### src/rtl/rla_pkg.sv
package rla_pkg;

  localparam int PERIOD_BITS   = 32;
  localparam int LCM_BITS      = 63;
  localparam int CNT_BITS      = $clog2(PERIOD_BITS);
  localparam int IN_DATA_BITS  = 32;
  localparam int OUT_DATA_BITS = 64;

  typedef logic [PERIOD_BITS-1:0] period_t;
  typedef logic [LCM_BITS-1:0]    lcm_t;
  typedef logic [CNT_BITS-1:0]    cnt_t;

  localparam lcm_t LCM_MAX = '1;

  // status of the serial multiplier toward the sequencer
  typedef struct packed {
    logic done;
    logic ovf;
  } mul_stat_t;

endpackage

### src/rtl/rla_gcd.sv
module rla_gcd import rla_pkg::*; (
  input  logic    clk,
  input  logic    rst_n,
  input  logic    start,
  input  lcm_t    a_in,
  input  period_t b_in,
  output logic    done,
  output period_t g_odd,
  output period_t p_sh
);

  logic    busy_r, busy_nxt;
  logic    done_r, done_nxt;
  lcm_t    a_r, a_nxt;
  period_t b_r, b_nxt;
  period_t ps_r, ps_nxt;
  lcm_t    b_ext;
  logic    same;

  assign b_ext = lcm_t'(b_r);
  assign same  = (a_r == b_ext);

  // binary gcd: one step per cycle, b never grows so it stays period wide
  always_comb begin
    busy_nxt = busy_r;
    done_nxt = 1'b0;
    a_nxt    = a_r;
    b_nxt    = b_r;
    ps_nxt   = ps_r;
    if (start) begin
      busy_nxt = 1'b1;
      a_nxt    = a_in;
      b_nxt    = b_in;
      ps_nxt   = b_in;
    end else if (busy_r) begin
      if (same) begin
        busy_nxt = 1'b0;
        done_nxt = 1'b1;
      end else if (!a_r[0] && !b_r[0]) begin
        // common factor of two, strip it from the period copy as well
        a_nxt  = a_r >> 1;
        b_nxt  = b_r >> 1;
        ps_nxt = ps_r >> 1;
      end else if (!a_r[0]) begin
        a_nxt = a_r >> 1;
      end else if (!b_r[0]) begin
        b_nxt = b_r >> 1;
      end else if (a_r > b_ext) begin
        a_nxt = (a_r - b_ext) >> 1;
      end else begin
        b_nxt = (b_r - a_r[PERIOD_BITS-1:0]) >> 1;
      end
    end
  end

  always_ff @(posedge clk) begin
    if (!rst_n) begin
      busy_r <= 1'b0;
      done_r <= 1'b0;
    end else begin
      busy_r <= busy_nxt;
      done_r <= done_nxt;
    end
  end

  always_ff @(posedge clk) begin
    a_r  <= a_nxt;
    b_r  <= b_nxt;
    ps_r <= ps_nxt;
  end

  assign done  = done_r;
  assign g_odd = a_r[PERIOD_BITS-1:0];
  assign p_sh  = ps_r;

endmodule

### src/rtl/rla_div.sv
module rla_div import rla_pkg::*; (
  input  logic    clk,
  input  logic    rst_n,
  input  logic    start,
  input  period_t dividend,
  input  period_t divisor,
  output logic    done,
  output period_t quotient
);

  logic                 busy_r, busy_nxt;
  logic                 done_r, done_nxt;
  cnt_t                 cnt_r, cnt_nxt;
  period_t              rem_r, rem_nxt;
  period_t              quo_r, quo_nxt;
  logic [PERIOD_BITS:0] trial;
  logic                 fits;

  // restoring division, one quotient bit per cycle, msb first
  assign trial = {rem_r, quo_r[PERIOD_BITS-1]};
  assign fits  = (trial >= {1'b0, divisor});

  always_comb begin
    busy_nxt = busy_r;
    done_nxt = 1'b0;
    cnt_nxt  = cnt_r;
    rem_nxt  = rem_r;
    quo_nxt  = quo_r;
    if (start) begin
      busy_nxt = 1'b1;
      cnt_nxt  = cnt_t'(PERIOD_BITS - 1);
      rem_nxt  = '0;
      quo_nxt  = dividend;
    end else if (busy_r) begin
      rem_nxt = fits ? period_t'(trial - {1'b0, divisor}) : trial[PERIOD_BITS-1:0];
      quo_nxt = {quo_r[PERIOD_BITS-2:0], fits};
      cnt_nxt = cnt_r - 1'b1;
      if (cnt_r == '0) begin
        busy_nxt = 1'b0;
        done_nxt = 1'b1;
      end
    end
  end

  always_ff @(posedge clk) begin
    if (!rst_n) begin
      busy_r <= 1'b0;
      done_r <= 1'b0;
      cnt_r  <= '0;
    end else begin
      busy_r <= busy_nxt;
      done_r <= done_nxt;
      cnt_r  <= cnt_nxt;
    end
  end

  always_ff @(posedge clk) begin
    rem_r <= rem_nxt;
    quo_r <= quo_nxt;
  end

  assign done     = done_r;
  assign quotient = quo_r;

endmodule

### src/rtl/rla_mul.sv
module rla_mul import rla_pkg::*; (
  input  logic      clk,
  input  logic      rst_n,
  input  logic      start,
  input  lcm_t      mcand,
  input  period_t   mplier,
  output mul_stat_t stat,
  output lcm_t      product
);

  logic                busy_r, busy_nxt;
  logic                done_r, done_nxt;
  logic                ovf_r, ovf_nxt;
  cnt_t                cnt_r, cnt_nxt;
  lcm_t                acc_r, acc_nxt;
  period_t             mp_r, mp_nxt;
  lcm_t                addend;
  logic [LCM_BITS+1:0] sum;

  // shift-add, multiplier bits msb first; the partial sum only grows,
  // so once it leaves the lcm range the final product does too
  assign addend = mp_r[PERIOD_BITS-1] ? mcand : '0;
  assign sum    = {1'b0, acc_r, 1'b0} + {2'b00, addend};

  always_comb begin
    busy_nxt = busy_r;
    done_nxt = 1'b0;
    ovf_nxt  = ovf_r;
    cnt_nxt  = cnt_r;
    acc_nxt  = acc_r;
    mp_nxt   = mp_r;
    if (start) begin
      busy_nxt = 1'b1;
      ovf_nxt  = 1'b0;
      cnt_nxt  = cnt_t'(PERIOD_BITS - 1);
      acc_nxt  = '0;
      mp_nxt   = mplier;
    end else if (busy_r) begin
      acc_nxt = sum[LCM_BITS-1:0];
      ovf_nxt = ovf_r | (sum[LCM_BITS+1:LCM_BITS] != 2'b00);
      mp_nxt  = {mp_r[PERIOD_BITS-2:0], 1'b0};
      cnt_nxt = cnt_r - 1'b1;
      if (cnt_r == '0) begin
        busy_nxt = 1'b0;
        done_nxt = 1'b1;
      end
    end
  end

  always_ff @(posedge clk) begin
    if (!rst_n) begin
      busy_r <= 1'b0;
      done_r <= 1'b0;
      ovf_r  <= 1'b0;
      cnt_r  <= '0;
    end else begin
      busy_r <= busy_nxt;
      done_r <= done_nxt;
      ovf_r  <= ovf_nxt;
      cnt_r  <= cnt_nxt;
    end
  end

  always_ff @(posedge clk) begin
    acc_r <= acc_nxt;
    mp_r  <= mp_nxt;
  end

  assign stat.done = done_r;
  assign stat.ovf  = ovf_r;
  assign product   = ovf_r ? LCM_MAX : acc_r;

endmodule

### src/rtl/running_lcm_accumulator_unit.sv
// Running LCM (hyperperiod) of a stream of task periods. Each request carries a
// 32-bit period in in_tdata and a start-of-set flag in in_tuser; every request
// returns one result: the running LCM (63 bits, saturated) and a sticky overflow
// flag. A request that starts a set, follows a zero running value or carries a
// zero period skips the arithmetic units: it goes from S_IDLE to S_OUT and from
// there into the output register, which raises out_tvalid. Otherwise the block
// runs three bit-serial units in turn: a binary GCD stepper (one step per cycle,
// data dependent), a restoring divider that forms period/gcd and a shift-add
// multiplier that forms running*(period/gcd); the result then passes through
// S_OUT into the output register, and the next request is taken once the block
// is back in S_IDLE. One request is worked on at a time; a new one is taken
// while the previous result still waits in the output register.
module running_lcm_accumulator_unit import rla_pkg::*; (
  input  logic                     clk,
  input  logic                     rst_n,
  input  logic                     in_tvalid,
  output logic                     in_tready,
  input  logic [IN_DATA_BITS-1:0]  in_tdata,   // [31:0] period
  input  logic                     in_tuser,   // [0] first
  output logic                     out_tvalid,
  input  logic                     out_tready,
  output logic [OUT_DATA_BITS-1:0] out_tdata,  // [62:0] lcm_value
  output logic                     out_tuser   // [0] overflow
);

  typedef enum logic [4:0] {
    S_IDLE = 5'b00001,
    S_GCD  = 5'b00010,
    S_DIV  = 5'b00100,
    S_MUL  = 5'b01000,
    S_OUT  = 5'b10000
  } state_t;

  state_t    state_r, state_nxt;
  lcm_t      lcm_r, lcm_nxt;
  logic      ovf_r, ovf_nxt;
  logic      out_valid_r, out_valid_nxt;
  lcm_t      out_lcm_r, out_lcm_nxt;
  logic      out_ovf_r, out_ovf_nxt;

  logic      in_fire;
  period_t   period;
  lcm_t      lcm_eff;
  logic      ovf_eff;
  logic      gcd_start;
  logic      gcd_done;
  period_t   gcd_odd;
  period_t   period_sh;
  logic      div_done;
  period_t   div_quo;
  mul_stat_t mul_stat;
  lcm_t      mul_prod;
  logic      out_load;

  assign in_tready = (state_r == S_IDLE);
  assign in_fire   = in_tvalid && in_tready;
  assign period    = period_t'(in_tdata);
  assign lcm_eff   = in_tuser ? '0 : lcm_r;
  assign ovf_eff   = in_tuser ? 1'b0 : ovf_r;
  assign gcd_start = in_fire && (lcm_eff != '0) && (period != '0);
  assign out_load  = (state_r == S_OUT) && (!out_valid_r || out_tready);

  rla_gcd u_gcd (
    .clk   (clk),
    .rst_n (rst_n),
    .start (gcd_start),
    .a_in  (lcm_eff),
    .b_in  (period),
    .done  (gcd_done),
    .g_odd (gcd_odd),
    .p_sh  (period_sh)
  );

  // period is exact multiple of gcd, so the quotient needs no remainder check
  rla_div u_div (
    .clk      (clk),
    .rst_n    (rst_n),
    .start    (gcd_done),
    .dividend (period_sh),
    .divisor  (gcd_odd),
    .done     (div_done),
    .quotient (div_quo)
  );

  // running value stays in lcm_r until the product is back
  rla_mul u_mul (
    .clk     (clk),
    .rst_n   (rst_n),
    .start   (div_done),
    .mcand   (lcm_r),
    .mplier  (div_quo),
    .stat    (mul_stat),
    .product (mul_prod)
  );

  always_comb begin
    state_nxt     = state_r;
    lcm_nxt       = lcm_r;
    ovf_nxt       = ovf_r;
    out_valid_nxt = out_valid_r && !out_tready;
    out_lcm_nxt   = out_lcm_r;
    out_ovf_nxt   = out_ovf_r;
    case (state_r)
      S_IDLE: begin
        if (in_fire) begin
          ovf_nxt = ovf_eff;
          if (lcm_eff == '0) begin
            lcm_nxt   = lcm_t'(period);
            state_nxt = S_OUT;
          end else if (period == '0) begin
            lcm_nxt   = '0;
            state_nxt = S_OUT;
          end else begin
            state_nxt = S_GCD;
          end
        end
      end
      S_GCD: begin
        if (gcd_done) begin
          state_nxt = S_DIV;
        end
      end
      S_DIV: begin
        if (div_done) begin
          state_nxt = S_MUL;
        end
      end
      S_MUL: begin
        if (mul_stat.done) begin
          lcm_nxt   = mul_prod;
          ovf_nxt   = ovf_r | mul_stat.ovf;
          state_nxt = S_OUT;
        end
      end
      S_OUT: begin
        if (out_load) begin
          out_valid_nxt = 1'b1;
          out_lcm_nxt   = lcm_r;
          out_ovf_nxt   = ovf_r;
          state_nxt     = S_IDLE;
        end
      end
      default: begin
        state_nxt = S_IDLE;
      end
    endcase
  end

  always_ff @(posedge clk) begin
    if (!rst_n) begin
      state_r     <= S_IDLE;
      lcm_r       <= '0;
      ovf_r       <= 1'b0;
      out_valid_r <= 1'b0;
    end else begin
      state_r     <= state_nxt;
      lcm_r       <= lcm_nxt;
      ovf_r       <= ovf_nxt;
      out_valid_r <= out_valid_nxt;
    end
  end

  always_ff @(posedge clk) begin
    out_lcm_r <= out_lcm_nxt;
    out_ovf_r <= out_ovf_nxt;
  end

  assign out_tvalid = out_valid_r;
  assign out_tdata  = OUT_DATA_BITS'(out_lcm_r);
  assign out_tuser  = out_ovf_r;

`ifndef ASSERT_OFF
  // lcm of two nonzero values is nonzero, saturated or not
  a_prod_nonzero: assert property (@(posedge clk) disable iff (!rst_n)
    mul_stat.done |=> (lcm_r != '0))
    else $error("running lcm zero after multiply");

  a_div_in_step: assert property (@(posedge clk) disable iff (!rst_n)
    div_done |-> (state_r == S_DIV))
    else $error("divider finished outside its step");

  a_mul_in_step: assert property (@(posedge clk) disable iff (!rst_n)
    mul_stat.done |-> (state_r == S_MUL))
    else $error("multiplier finished outside its step");

  a_ovf_sticky: assert property (@(posedge clk) disable iff (!rst_n)
    (ovf_r && !(in_fire && in_tuser)) |=> ovf_r)
    else $error("overflow flag dropped within a set");

  a_out_loaded: assert property (@(posedge clk) disable iff (!rst_n)
    ((state_r == S_OUT) && !out_valid_r) |=> (out_valid_r && (state_r == S_IDLE)))
    else $error("result not moved to output register");
`endif

endmodule

### config.mk
export PLATFORM = sky130hd
export DESIGN_NAME = running_lcm_accumulator_unit
export DESIGN_NICKNAME = d
export VERILOG_FILES = /design/src/rtl/rla_pkg.sv /design/src/rtl/rla_gcd.sv /design/src/rtl/rla_div.sv /design/src/rtl/rla_mul.sv /design/src/rtl/running_lcm_accumulator_unit.sv
export SDC_FILE = /design/constraint.sdc
export NUM_CORES = 1
export LEC_CHECK = 0
export ABC_CLOCK_PERIOD_IN_PS = 7600
export BUFFER_PORTS_ARGS = -buffer_cell sky130_fd_sc_hd__clkbuf_2
export CORE_UTILIZATION = 40
export CTS_BUF_LIST = sky130_fd_sc_hd__clkbuf_8
export CTS_CLUSTER_DIAMETER = 50
export CTS_CLUSTER_SIZE = 12
export DETAILED_ROUTE_END_ITERATION = 12
export PLACE_DENSITY = 0.6
export SYNTH_ARGS = -nofsm -noshare
export SYNTH_HDL_FRONTEND = slang
export SYNTH_SLANG_ARGS = --single-unit
### constraint.sdc
create_clock -name clk -period 7.6 [get_ports clk]
set_input_delay 1.14 -clock clk [delete_from_list [all_inputs] [get_ports clk]]
set_output_delay 1.14 -clock clk [all_outputs]
set_load 0.02 [all_outputs]
* Word-level counts from Yosys, hierarchy flattened
Index checks and enable logic that the tools add are counted.
** Storage, ports and cells
- Bits in registers :: 437
- Latch bits :: 0
- Memory bits (writable) :: 0
- ROM bits :: 0
- Bits of input ports :: 37
- Output and inout port bits :: 67
- Logic and storage cells :: 153
- Memories kept :: 0
** Operators by class
- $add $sub $neg :: 6
- Multipliers :: 0
- Div/mod/pow operators :: 0
- Order comparisons :: 2
- Equality and inequality tests :: 17
- Shift-type cells :: 0
- Mux-type cells :: 61
- Bitwise operators :: 6
- Reductions and logical operators :: 37
** Operators by type and width (number)
- 63-bit two-way mux :: 14
- 32-bit two-way mux :: 16
- 63-bit one-hot mux with 2 select lines :: 1
- 64-bit by 63-bit adder with 65-bit output :: 1
- 32-bit subtractor :: 2
- 63-bit by 32-bit == test with 1-bit output :: 1
- 63-bit by 32-bit greater-than comparator with 1-bit output :: 1
- 63-bit logical NOT :: 1
- 63-bit nonzero test :: 1
- 63-bit by 32-bit subtractor with 63-bit output :: 1
- 5-bit two-way mux :: 11
- 33-bit by 32-bit greater-or-equal comparator with 1-bit output :: 1
- 32-bit logical NOT :: 1
- 32-bit nonzero test :: 1
- 5-bit one-hot mux with 5 select lines :: 1
- 1-bit two-way mux :: 17
- 4-bit AND reduction :: 4
- 4-bit != test, second input constant :: 3
- 2-bit nonzero test :: 6
- 5-bit logical NOT :: 2
- 2-bit by 1-bit != test with 1-bit output, second input constant :: 5
- 5-bit by 1-bit subtractor with 5-bit output, second input constant :: 2
- 3-bit OR reduction :: 3
- 1-bit logical AND :: 6
- other kinds (17) :: 27

* Logic depth before layout (Yosys ltp)
Gate-level depths: netlist (run 1).
- Depth after elaboration :: 8
- Gate-level depth with buffers :: 16

* Hierarchy
Synthesis (run 1) repeated with hierarchy kept, for this count alone.
** Unflattened totals
- Cells, all modules :: 3394
- Area total of the unflattened synthesis :: 30470.5 sq um
** Modules (own cells, without submodules)
- rla_gcd :: times used 1, cells an instance 1271, area an instance 11053.1 sq um
- rla_mul :: times used 1, cells an instance 1004, area an instance 8286.7 sq um
- running_lcm_accumulator_unit :: times used 1, cells an instance 538, area an instance 5928.2 sq um
- rla_div :: times used 1, cells an instance 581, area an instance 5202.5 sq um

* Least setup slack after synthesis (run 1)
No wires, ideal clock.
- Path kind :: input to register
- Start :: in in_tuser
- End :: reg u_gcd.b_r[10] (enable)
- Library setup time :: 467 ps
- Data arrival time :: 4809 ps
- Slack :: 2324 ps
- Stages :: 9
- Cell sequence :: clkinv_1 > o41ai_1 > nor2_1 > and3_1 > clkbuf_1 > clkbuf_1 > clkbuf_1 > nor2_1 > a21boi_0
** Between the ends
- Cells in the longest elaborated chain, start to end :: 6
- Elaborated cells between the ends (all ways) :: 9
- Classes of those cells :: eq/ne (2); mux (1); reduce/logical (6)
** Ends and longest elaborated chain
- from (decl) :: RTL line running_lcm_accumulator_unit.sv:19 : input logic in_tuser,
- 63-bit two-way mux * :: RTL line running_lcm_accumulator_unit.sv:58 : assign lcm_eff = in_tuser ? '0 : lcm_r;
- 63-bit nonzero test * :: RTL line running_lcm_accumulator_unit.sv:60 : assign gcd_start = in_fire && (lcm_eff != '0) && (period != '0);
- 1-bit logical AND * (2 in series) :: RTL line running_lcm_accumulator_unit.sv:60
- 4-bit != test (no line), or another cell as far along
- 4-bit AND reduction (no line) *
- to (signal assigned) :: RTL line rla_gcd.sv:68 : b_r <= b_nxt;
- to (decl) :: RTL line rla_gcd.sv:15 : period_t b_r, b_nxt;
Mark *: on every way between the ends. The rest lies on a longest branch, timed or not.
A chain may end at the register's enable or synchronous reset.

* Worst setup path after layout (run 1)
- Start :: reg u_gcd.a_r[1]
- End :: reg u_gcd.a_r[55], data pin
** Between the ends
- Cells in the longest elaborated chain, start to end :: 8
** Ends and longest elaborated chain
- from (decl) :: RTL line rla_gcd.sv:14 : lcm_t a_r, a_nxt;
- from (signal assigned) :: RTL line rla_gcd.sv:67 : a_r <= a_nxt;
- 63-bit by 32-bit subtractor with 63-bit output :: RTL line rla_gcd.sv:49 : a_nxt = (a_r - b_ext) >> 1;
- 63-bit two-way mux :: RTL line rla_gcd.sv:48 : end else if (a_r > b_ext) begin
- 63-bit two-way mux :: RTL line rla_gcd.sv:46 : end else if (!b_r[0]) begin
- 63-bit two-way mux :: RTL line rla_gcd.sv:44 : end else if (!a_r[0]) begin
- 63-bit two-way mux :: RTL line rla_gcd.sv:39 : end else if (!a_r[0] && !b_r[0]) begin
- 63-bit two-way mux :: RTL line rla_gcd.sv:36 : if (same) begin
- 63-bit two-way mux :: RTL line rla_gcd.sv:35 : end else if (busy_r) begin
- 63-bit two-way mux :: RTL line rla_gcd.sv:30 : if (start) begin
- net u_gcd.a_nxt[55] :: RTL line rla_gcd.sv:14
The timed path passes the listed nets, and every way through them passes these cells. The select of a mux whose other input is x is not followed.

==> metrics.md, run 1 <==
| Metric | Value |
|---|---|
| Top post-synthesis cells by area | `sky130_fd_sc_hd__edfxtp_1 27%, sky130_fd_sc_hd__dfxtp_1 13%, sky130_fd_sc_hd__ha_1 7.1%` |
| Source of the critical timing path | `u_gcd.a_r[1]` |
| Slowest-stage cell, CP | `sky130_fd_sc_hd__a21boi_4` |
| Worst slew pin tran | `1.13 ns` |
| Wire length of the first global-routing pass | `144,000 um` |
| Average instance area after synthesis | `8.82 um2` |
| Slew Limit Headroom | `24.7%` |
| ANT nets after route | `0` |
| Number of violations reported at the end of detailed-routing iteration 0 | `2,670` |
| Clock Skew | `0.0871 ns` |
| Clock network fraction of design power | `34.9%` |
| Class of the tightest hold or removal check | `register to register` |
| Die footprint | `72,600 um2` |
| Origin of the critical flop-to-flop path | `u_gcd.a_r[1]` |
| Nets | `3,441` |
| Vias in the first global route | `23,600` |
| Post-Synthesis Cells | `3,243` |
| Maximum VDD drop | `108 uV` |
| Clock tree from TritonCTS | `done` |
| Clock tree root driver cell | `sky130_fd_sc_hd__clkbuf_8` |
| Gate power share | `24.7%` |
| Critical path arrival | `5.51 ns` |
| Final Hold Fails | `0` |
| Distinct cell type count after synthesis | `89` |
| Largest net degree at the start of global routing | `72` |
| Reg clk slew, reported paths | `0.07 ns` |
| Filler instances | `7,056` |
| Number of H-tree levels | `3` |
| Count of flip-flops with a built-in enable after synthesis | `255` |
| Routed vias | `25,100` |
| CTS Sinks | `437` |
| Worst path max stage delay | `0.62 ns` |
| Part of the power in registers | `40.4%` |
| Antenna violations before repair | `6` |
| Maxcap violations | `0` |
| Final clock period utilization by the worst path | `65.6%` |
| Clock buffers created by TritonCTS | `71` |
| Critical-path cell list | `inv_1, ha_1, nor2b_1, o21ai_1, a21boi_0, o31ai_1, a211oi_1, o21ai_1, a21boi_4, buf_4, nand2_2, or4_1, nand3_1` |
| Leakage dissipation | `12.4 nW` |
| Internal power contribution | `0.00459 W` |
| Finish-stage setup viols | `0` |
| Post-DR vias/cell | `5.92` |
| Ports placed on the boundary | `104` |
| GRT Resource Usage Total | `25.3%` |
| Result of the run | `finished clean` |
| Post-synth ARST share | `0%` |
| Number of buffers inserted for hold repair after clock tree synthesis | `0` |
| Max Buffers Root-to-Sink | `3` |
| FF+latch count, synth | `437` |
| Detailed-route wire length | `95,300 um` |
| Sequential-to-total area share from yosys stat | `39.5%` |
| Fraction of synthesized cell area taken by the top area cell type | `26.8%` |
| Total number of yosys warnings | `0` |
| Net Sw Power | `0.00240 W` |
| Core Util, Final | `44.7%` |
| Most instantiated library cell after synthesis | `sky130_fd_sc_hd__nand2_1` |
| Highest net fanout along the worst path | `23` |
| Type of element launching the critical path | `register` |
| TNS Setup | `0 ns` |
| Die X-Extent | `269 um` |
| Crit-path most repeated cell | `sky130_fd_sc_hd__o21ai_1` |
| Total congestion overflow after global routing | `0` |
| Mean routed wirelength per cell | `22.5 um` |
| Finished Cell Area | `31,400 um2` |
| Worst Path Required | `8.13 ns` |
| Cell Rows | `97` |
| RD Place Congestion | `0.964` |
| Power density over cell area | `222 nW/um2` |
| Net Sw Frac | `34.3%` |
| Layout overhead on the synthesized area | `9.88%` |
| Min Clock Period, post-route | `4.98 ns` |
| Highest achievable clock rate | `201 MHz` |
| Number of max-slew violations in the final report | `0` |
| Library cell with the largest summed area after synthesis | `sky130_fd_sc_hd__edfxtp_1` |
| Dpl cell area | `29,800 um2` |
| Top flip-flop cell by instance count after synthesis | `sky130_fd_sc_hd__edfxtp_1` |
| Cell area after technology mapping | `28,600 um2` |
| Clock latency on the worst-skew pair | `0.71 ns` |
| Chip height | `269 um` |
| HPWL Detailed | `68,300 um` |
| Setup CP Type | `register to register` |
| RSZ-0062 raised after global routing | `false` |
| Synth top cells by count | `348 x sky130_fd_sc_hd__nand2_1, 260 x sky130_fd_sc_hd__nor2_1, 255 x sky130_fd_sc_hd__edfxtp_1` |
| Share of post-route cells with drive strength above 1 | `11.0%` |
| Number of buffers added on ports | `102` |
| Post-Synthesis Net Count | `3,447` |
| CP endpoint kind | `register` |
| Post-CTS Setup Repair Bufs | `0` |
| Core area | `70,400 um2` |
| Number of gates resized after cts | `0` |
| Min-Delay Startpoint | `u_gcd.busy_r` |
| Starting density of the core | `40.6%` |
| DRC violation count after routing | `0` |
| First-pass detailed-route iteration total | `5` |
==> final timing paths <==
path | end | slack (ns) | depth (start not counted)
setup / recovery | u_gcd.a_r[55] | 2.62 | 13
hold / removal | u_gcd.done | 0.45 | 2
setup reg to reg | u_gcd.a_r[55] | 2.62 | 13
hold reg to reg | u_gcd.done | 0.45 | 2
==> worst max-delay path: cells and delay by family, from the launching register on <==
family | cells | cell delay, ns
adder cells (fa/ha/maj) | 1 | 0.37
AND/OR/NAND/NOR | 4 | 1.20
AO/OA/AOI/OAI | 6 | 2.13
buffers and inverters | 2 | 0.62
flip-flops | 1 | 0.51
==> per-layer routing <==
metal | vias up | wire length [um] | GRT usage [%]
met4 | 4 | 3530 | 9.38
met5 | - | 31 | 0
met2 | 925 | 42000 | 38.8
li1 | 11900 | - | -
met3 | 173 | 6730 | 3.95
met1 | 12100 | 43000 | 35.8
==> cell usage in the layout, fill, tap and decap left out, drive strengths merged, types with 50 or more instances in the layout <==
cell	n
a21oi	246
clkbuf	177
nor2	261
mux2	64
inv	141
xor2	56
nor3	50
dfxtp	182
xnor2	98
nand3	122
and2	74
o21ai	193
a21o	92
ha	163
a21boi	52
o211ai	58
nand2	349
edfxtp	255
==> area by class of cell <==
class | instances | area, um2 | area share, %
clock inverters | 54 | 598 | 1.90
well taps | 940 | 1180 | 3.74
clock buffers | 76 | 1050 | 3.33
flip-flops and latches | 437 | 11300 | 36.0
inverters | 120 | 450 | 1.43
repair buffers | 135 | 758 | 2.41
multi-input cells | 2472 | 16100 | 51.2
diodes | 1 | 2.50 | 0.00796
==> power groups by stage <==
stage          registers, W  clock network [W]  logic (W)
3_3_place_gp        0.00287                  0    0.00168
6_report            0.00283            0.00244    0.00172
2_1_floorplan       0.00281                  0    0.00122
3_5_place_dp        0.00287                  0    0.00167
4_1_cts             0.00282            0.00249    0.00169
5_1_grt             0.00284            0.00258    0.00186
==> registers in the layout (all words and copies together) (netlist names), 32 cells and up <==
name,flops
u_mul.acc_r,63
u_gcd.a_r,63
u_mul.mp_r,32
lcm_r,63
u_div.rem_r,32
u_div.quotient,32
u_gcd.b_r,32
u_gcd.p_sh,32
out_lcm_r,63
==> through the flow <==
stage          worst slack, ns  hold WS [ns]  power, W  std cells
2_1_floorplan             2.32         0.409   0.00403       3243
3_3_place_gp              2.74         0.421   0.00455       4104
3_5_place_dp              2.62         0.423   0.00454       4104
4_1_cts                   2.72         0.442   0.00699       4234
5_1_grt                   2.38         0.472   0.00728       4235
6_report                  2.62         0.448   0.00699       4235
==> cells by family after synthesis <==
logic type | synth area share (%)
other | 0.0131
adder cells (fa/ha/maj) | 7.41
flip-flops | 39.5
AND/OR/NAND/NOR | 18.7
AO/OA/AOI/OAI | 21.9
buffers and inverters | 4.48
XOR/XNOR | 4.71
multiplexers | 3.25
(Power assumes the default switching activity.)
==> run 2, diff against run 1 <==
--- a/config.mk
+++ b/config.mk
@@ -5,7 +5,7 @@
 export SDC_FILE = /design/constraint.sdc
 export NUM_CORES = 1
 export LEC_CHECK = 0
-export ABC_CLOCK_PERIOD_IN_PS = 7600
+export ABC_CLOCK_PERIOD_IN_PS = 5230
 export BUFFER_PORTS_ARGS = -buffer_cell sky130_fd_sc_hd__clkbuf_2
 export CORE_UTILIZATION = 40
 export CTS_BUF_LIST = sky130_fd_sc_hd__clkbuf_8
==> constraint.sdc (replaced) <==
create_clock -name clk -period 5.23 [get_ports clk]
set_input_delay 0.7845 -clock clk [delete_from_list [all_inputs] [get_ports clk]]
set_output_delay 0.7845 -clock clk [all_outputs]
set_load 0.02 [all_outputs]
==> run 2 against run 1 <==
- design area shrank 1.1%
- power rose by 35%
- register-to-register slack lost 2.1 ns
- critical path depth down 2
- critical endpoint is now u_gcd.b_r[23]
- largest cell class unchanged
==> metrics.md, run 2 (same netlist as run 1, synthesis figures left out) <==
| Metric | Value |
|---|---|
| Crit-path most repeated cell | `sky130_fd_sc_hd__o21ai_1` |
| Worst Hold Path Cells | `4` |
| Worst path bufs/invs | `1` |
| Highest net fanout along the worst path | `31` |
| Most common library cell in the layout ignoring fill and taps | `sky130_fd_sc_hd__nand2_1` |
| Finish-stage setup viols | `0` |
| Number of violations reported at the end of detailed-routing iteration 0 | `2,860` |
| FF-to-FF path depth | `11` |
| Type of element launching the critical path | `register` |
| Detailed-route wire length | `97,000 um` |
| Critical-path cell list | `inv_1, ha_1, nor2b_1, o21ai_1, a21boi_0, o31ai_1, a211oi_1, o21ai_1, a21o_2, o21ai_0, a21boi_4` |
| Total congestion overflow after global routing | `0` |
| Dpl cell area | `29,900 um2` |
| Slowest-stage cell, CP | `sky130_fd_sc_hd__a21boi_4` |
| Leakage dissipation | `12.2 nW` |
| Worst hold slack after final layout | `0.385 ns` |
| CP endpoint kind | `register` |
| Mean routed wirelength per cell | `22.9 um` |
| Maximum VDD drop | `248 uV` |
| Source of the critical timing path | `u_gcd.a_r[1]` |
| Maxcap violations | `0` |
| Starting density of the core | `40.6%` |
| Post-DR vias/cell | `5.97` |
| ANT nets after route | `0` |
| Post-CTS Setup Repair Bufs | `0` |
| Final Hold Fails | `0` |
| Wire length of the first global-routing pass | `146,000 um` |
| Top cell family by delay on the critical path | `compound AO/OA/AOI/OAI gates` |
| Clock latency on the worst-skew pair | `0.74 ns` |
| Origin of the critical flop-to-flop path | `u_gcd.a_r[1]` |
| Clock tree root driver cell | `sky130_fd_sc_hd__clkbuf_8` |
| Largest net degree at the start of global routing | `79` |
| Filler instances | `7,030` |
| Slew Limit Headroom | `19.3%` |
| Worst slew pin tran | `1.21 ns` |
| Result of the run | `finished clean` |
| Die footprint | `72,600 um2` |
| Crit path setup slack, layout | `0.549 ns` |
| Routed vias | `25,300` |
| Max Buffers Root-to-Sink | `3` |
| Power density over cell area | `303 nW/um2` |
| Global routing usage on met2 | `39.1%` |
| GRT Resource Usage Total | `25.8%` |
| Worst path max stage delay | `0.95 ns` |
| RSZ-0062 raised after global routing | `false` |
| Worst Path Required | `5.51 ns` |
| Worst flop-to-flop path endpoint | `u_gcd.b_r[23]` |
| RD Place Congestion | `0.972` |
| Layout overhead on the synthesized area | `8.72%` |
| Clock Skew | `0.0754 ns` |
| Number of max-slew violations in the final report | `0` |
| Antenna violations before repair | `2` |
| Highest achievable clock rate | `214 MHz` |
| DRC violation count after routing | `0` |
| TNS Setup | `0 ns` |
| Final Power | `0.00944 W` |
| Final clock period utilization by the worst path | `89.5%` |
| HPWL Detailed | `69,700 um` |
| CTS Sinks | `437` |
| Ports placed on the boundary | `104` |
| Setup slack, reg-to-reg | `0.55 ns` |
| Min-Delay Startpoint | `in_tuser` |
| Number of H-tree levels | `2` |
| DP Worst Slack | `0.622 ns` |
| Clock tree from TritonCTS | `done` |
| First-pass detailed-route iteration total | `6` |
| GR met1 Demand/Resource | `37.8%` |
| Number of buffers added on ports | `102` |
| Setup CP Type | `register to register` |
| Number of gates resized after cts | `0` |
| Met3 Use GR | `3.74%` |
| Finished Cell Area | `31,100 um2` |
| Cell Rows | `97` |
| Die X-Extent | `269 um` |
| Grt peak-use layer | `met2` |
| Nets | `3,441` |
| Chip height | `269 um` |
| End of the worst hold path | `ovf_r` |
| Share of post-route cells with drive strength above 1 | `10.6%` |
| Clock buffers created by TritonCTS | `58` |
| Class of the tightest hold or removal check | `input port to register` |
| Number of buffers inserted for hold repair after clock tree synthesis | `0` |
| Leading cell types in the layout, fill and taps excluded | `348 x sky130_fd_sc_hd__nand2_1, 259 x sky130_fd_sc_hd__nor2_1, 255 x sky130_fd_sc_hd__edfxtp_1, 244 x sky130_fd_sc_hd__a21oi_1, 182 x sky130_fd_sc_hd__o21ai_0` |
| Vias in the first global route | `23,500` |
| Min Clock Period, post-route | `4.68 ns` |
| Reg clk slew, reported paths | `0.08 ns` |
| Core area | `70,400 um2` |
| Critical path arrival | `4.96 ns` |
==> run 2: cell types whose count changed in the layout (fill, tap and decap cells not counted), sizes merged <==
cell,before,now
clkinvlp,6,5
bufinv,10,2
clkinv,17,11
inv,141,151
buf,34,47
clkbuf,177,162
==> run 2: cell type report <==
cell class                 instances  area (um2)  area share, %
inverter                         120         450           1.45
clock inverter                    49         364           1.17
tap                              940        1180           3.78
multi-input combinational       2472       16100           51.7
sequential                       437       11300           36.4
clock buffer                      61         840           2.70
timing repair buffer             148         868           2.79
antenna                            1        2.50        0.00804
==> run 2: through the flow <==
step	cells	util (%)
floorplan	3243	-
global placement	4117	42.5
detailed placement	4117	42.5
CTS	4227	44.2
global route	4228	44.2
finish	4228	44.2
==> run 2: power breakdown <==
group	switching (W)	internal [W]
Clock	0.00154	0.00124
Combinational	0.00167	0.000899
Sequential	0.000201	0.00388
Total	0.00341	0.00603
==> run 2: how the worst max path moves through the flow <==
stage / cells past startpoint / to
finish: 11 / u_gcd.b_r[23]
global route: 11 / u_gcd.b_r[23]
CTS: 11 / u_gcd.b_r[23]
detailed placement: 11 / u_gcd.b_r[10]
global placement: 11 / u_gcd.b_r[10]
floorplan: 8 / u_gcd.b_r[10]
==> run 2: layer usage <==
layer  wire [um]  part of all wire, %
met1       44500                   46
met2       42300                   44
met3        7700                  7.9
met4        2570                  2.6
met5           0                    0
==> run 2: tightest hold or removal path, delay by kind of cell <==
kind,cells,cell delay [ns]
buffers and inverters,1,0.12
AND/OR/NAND/NOR,3,0.19
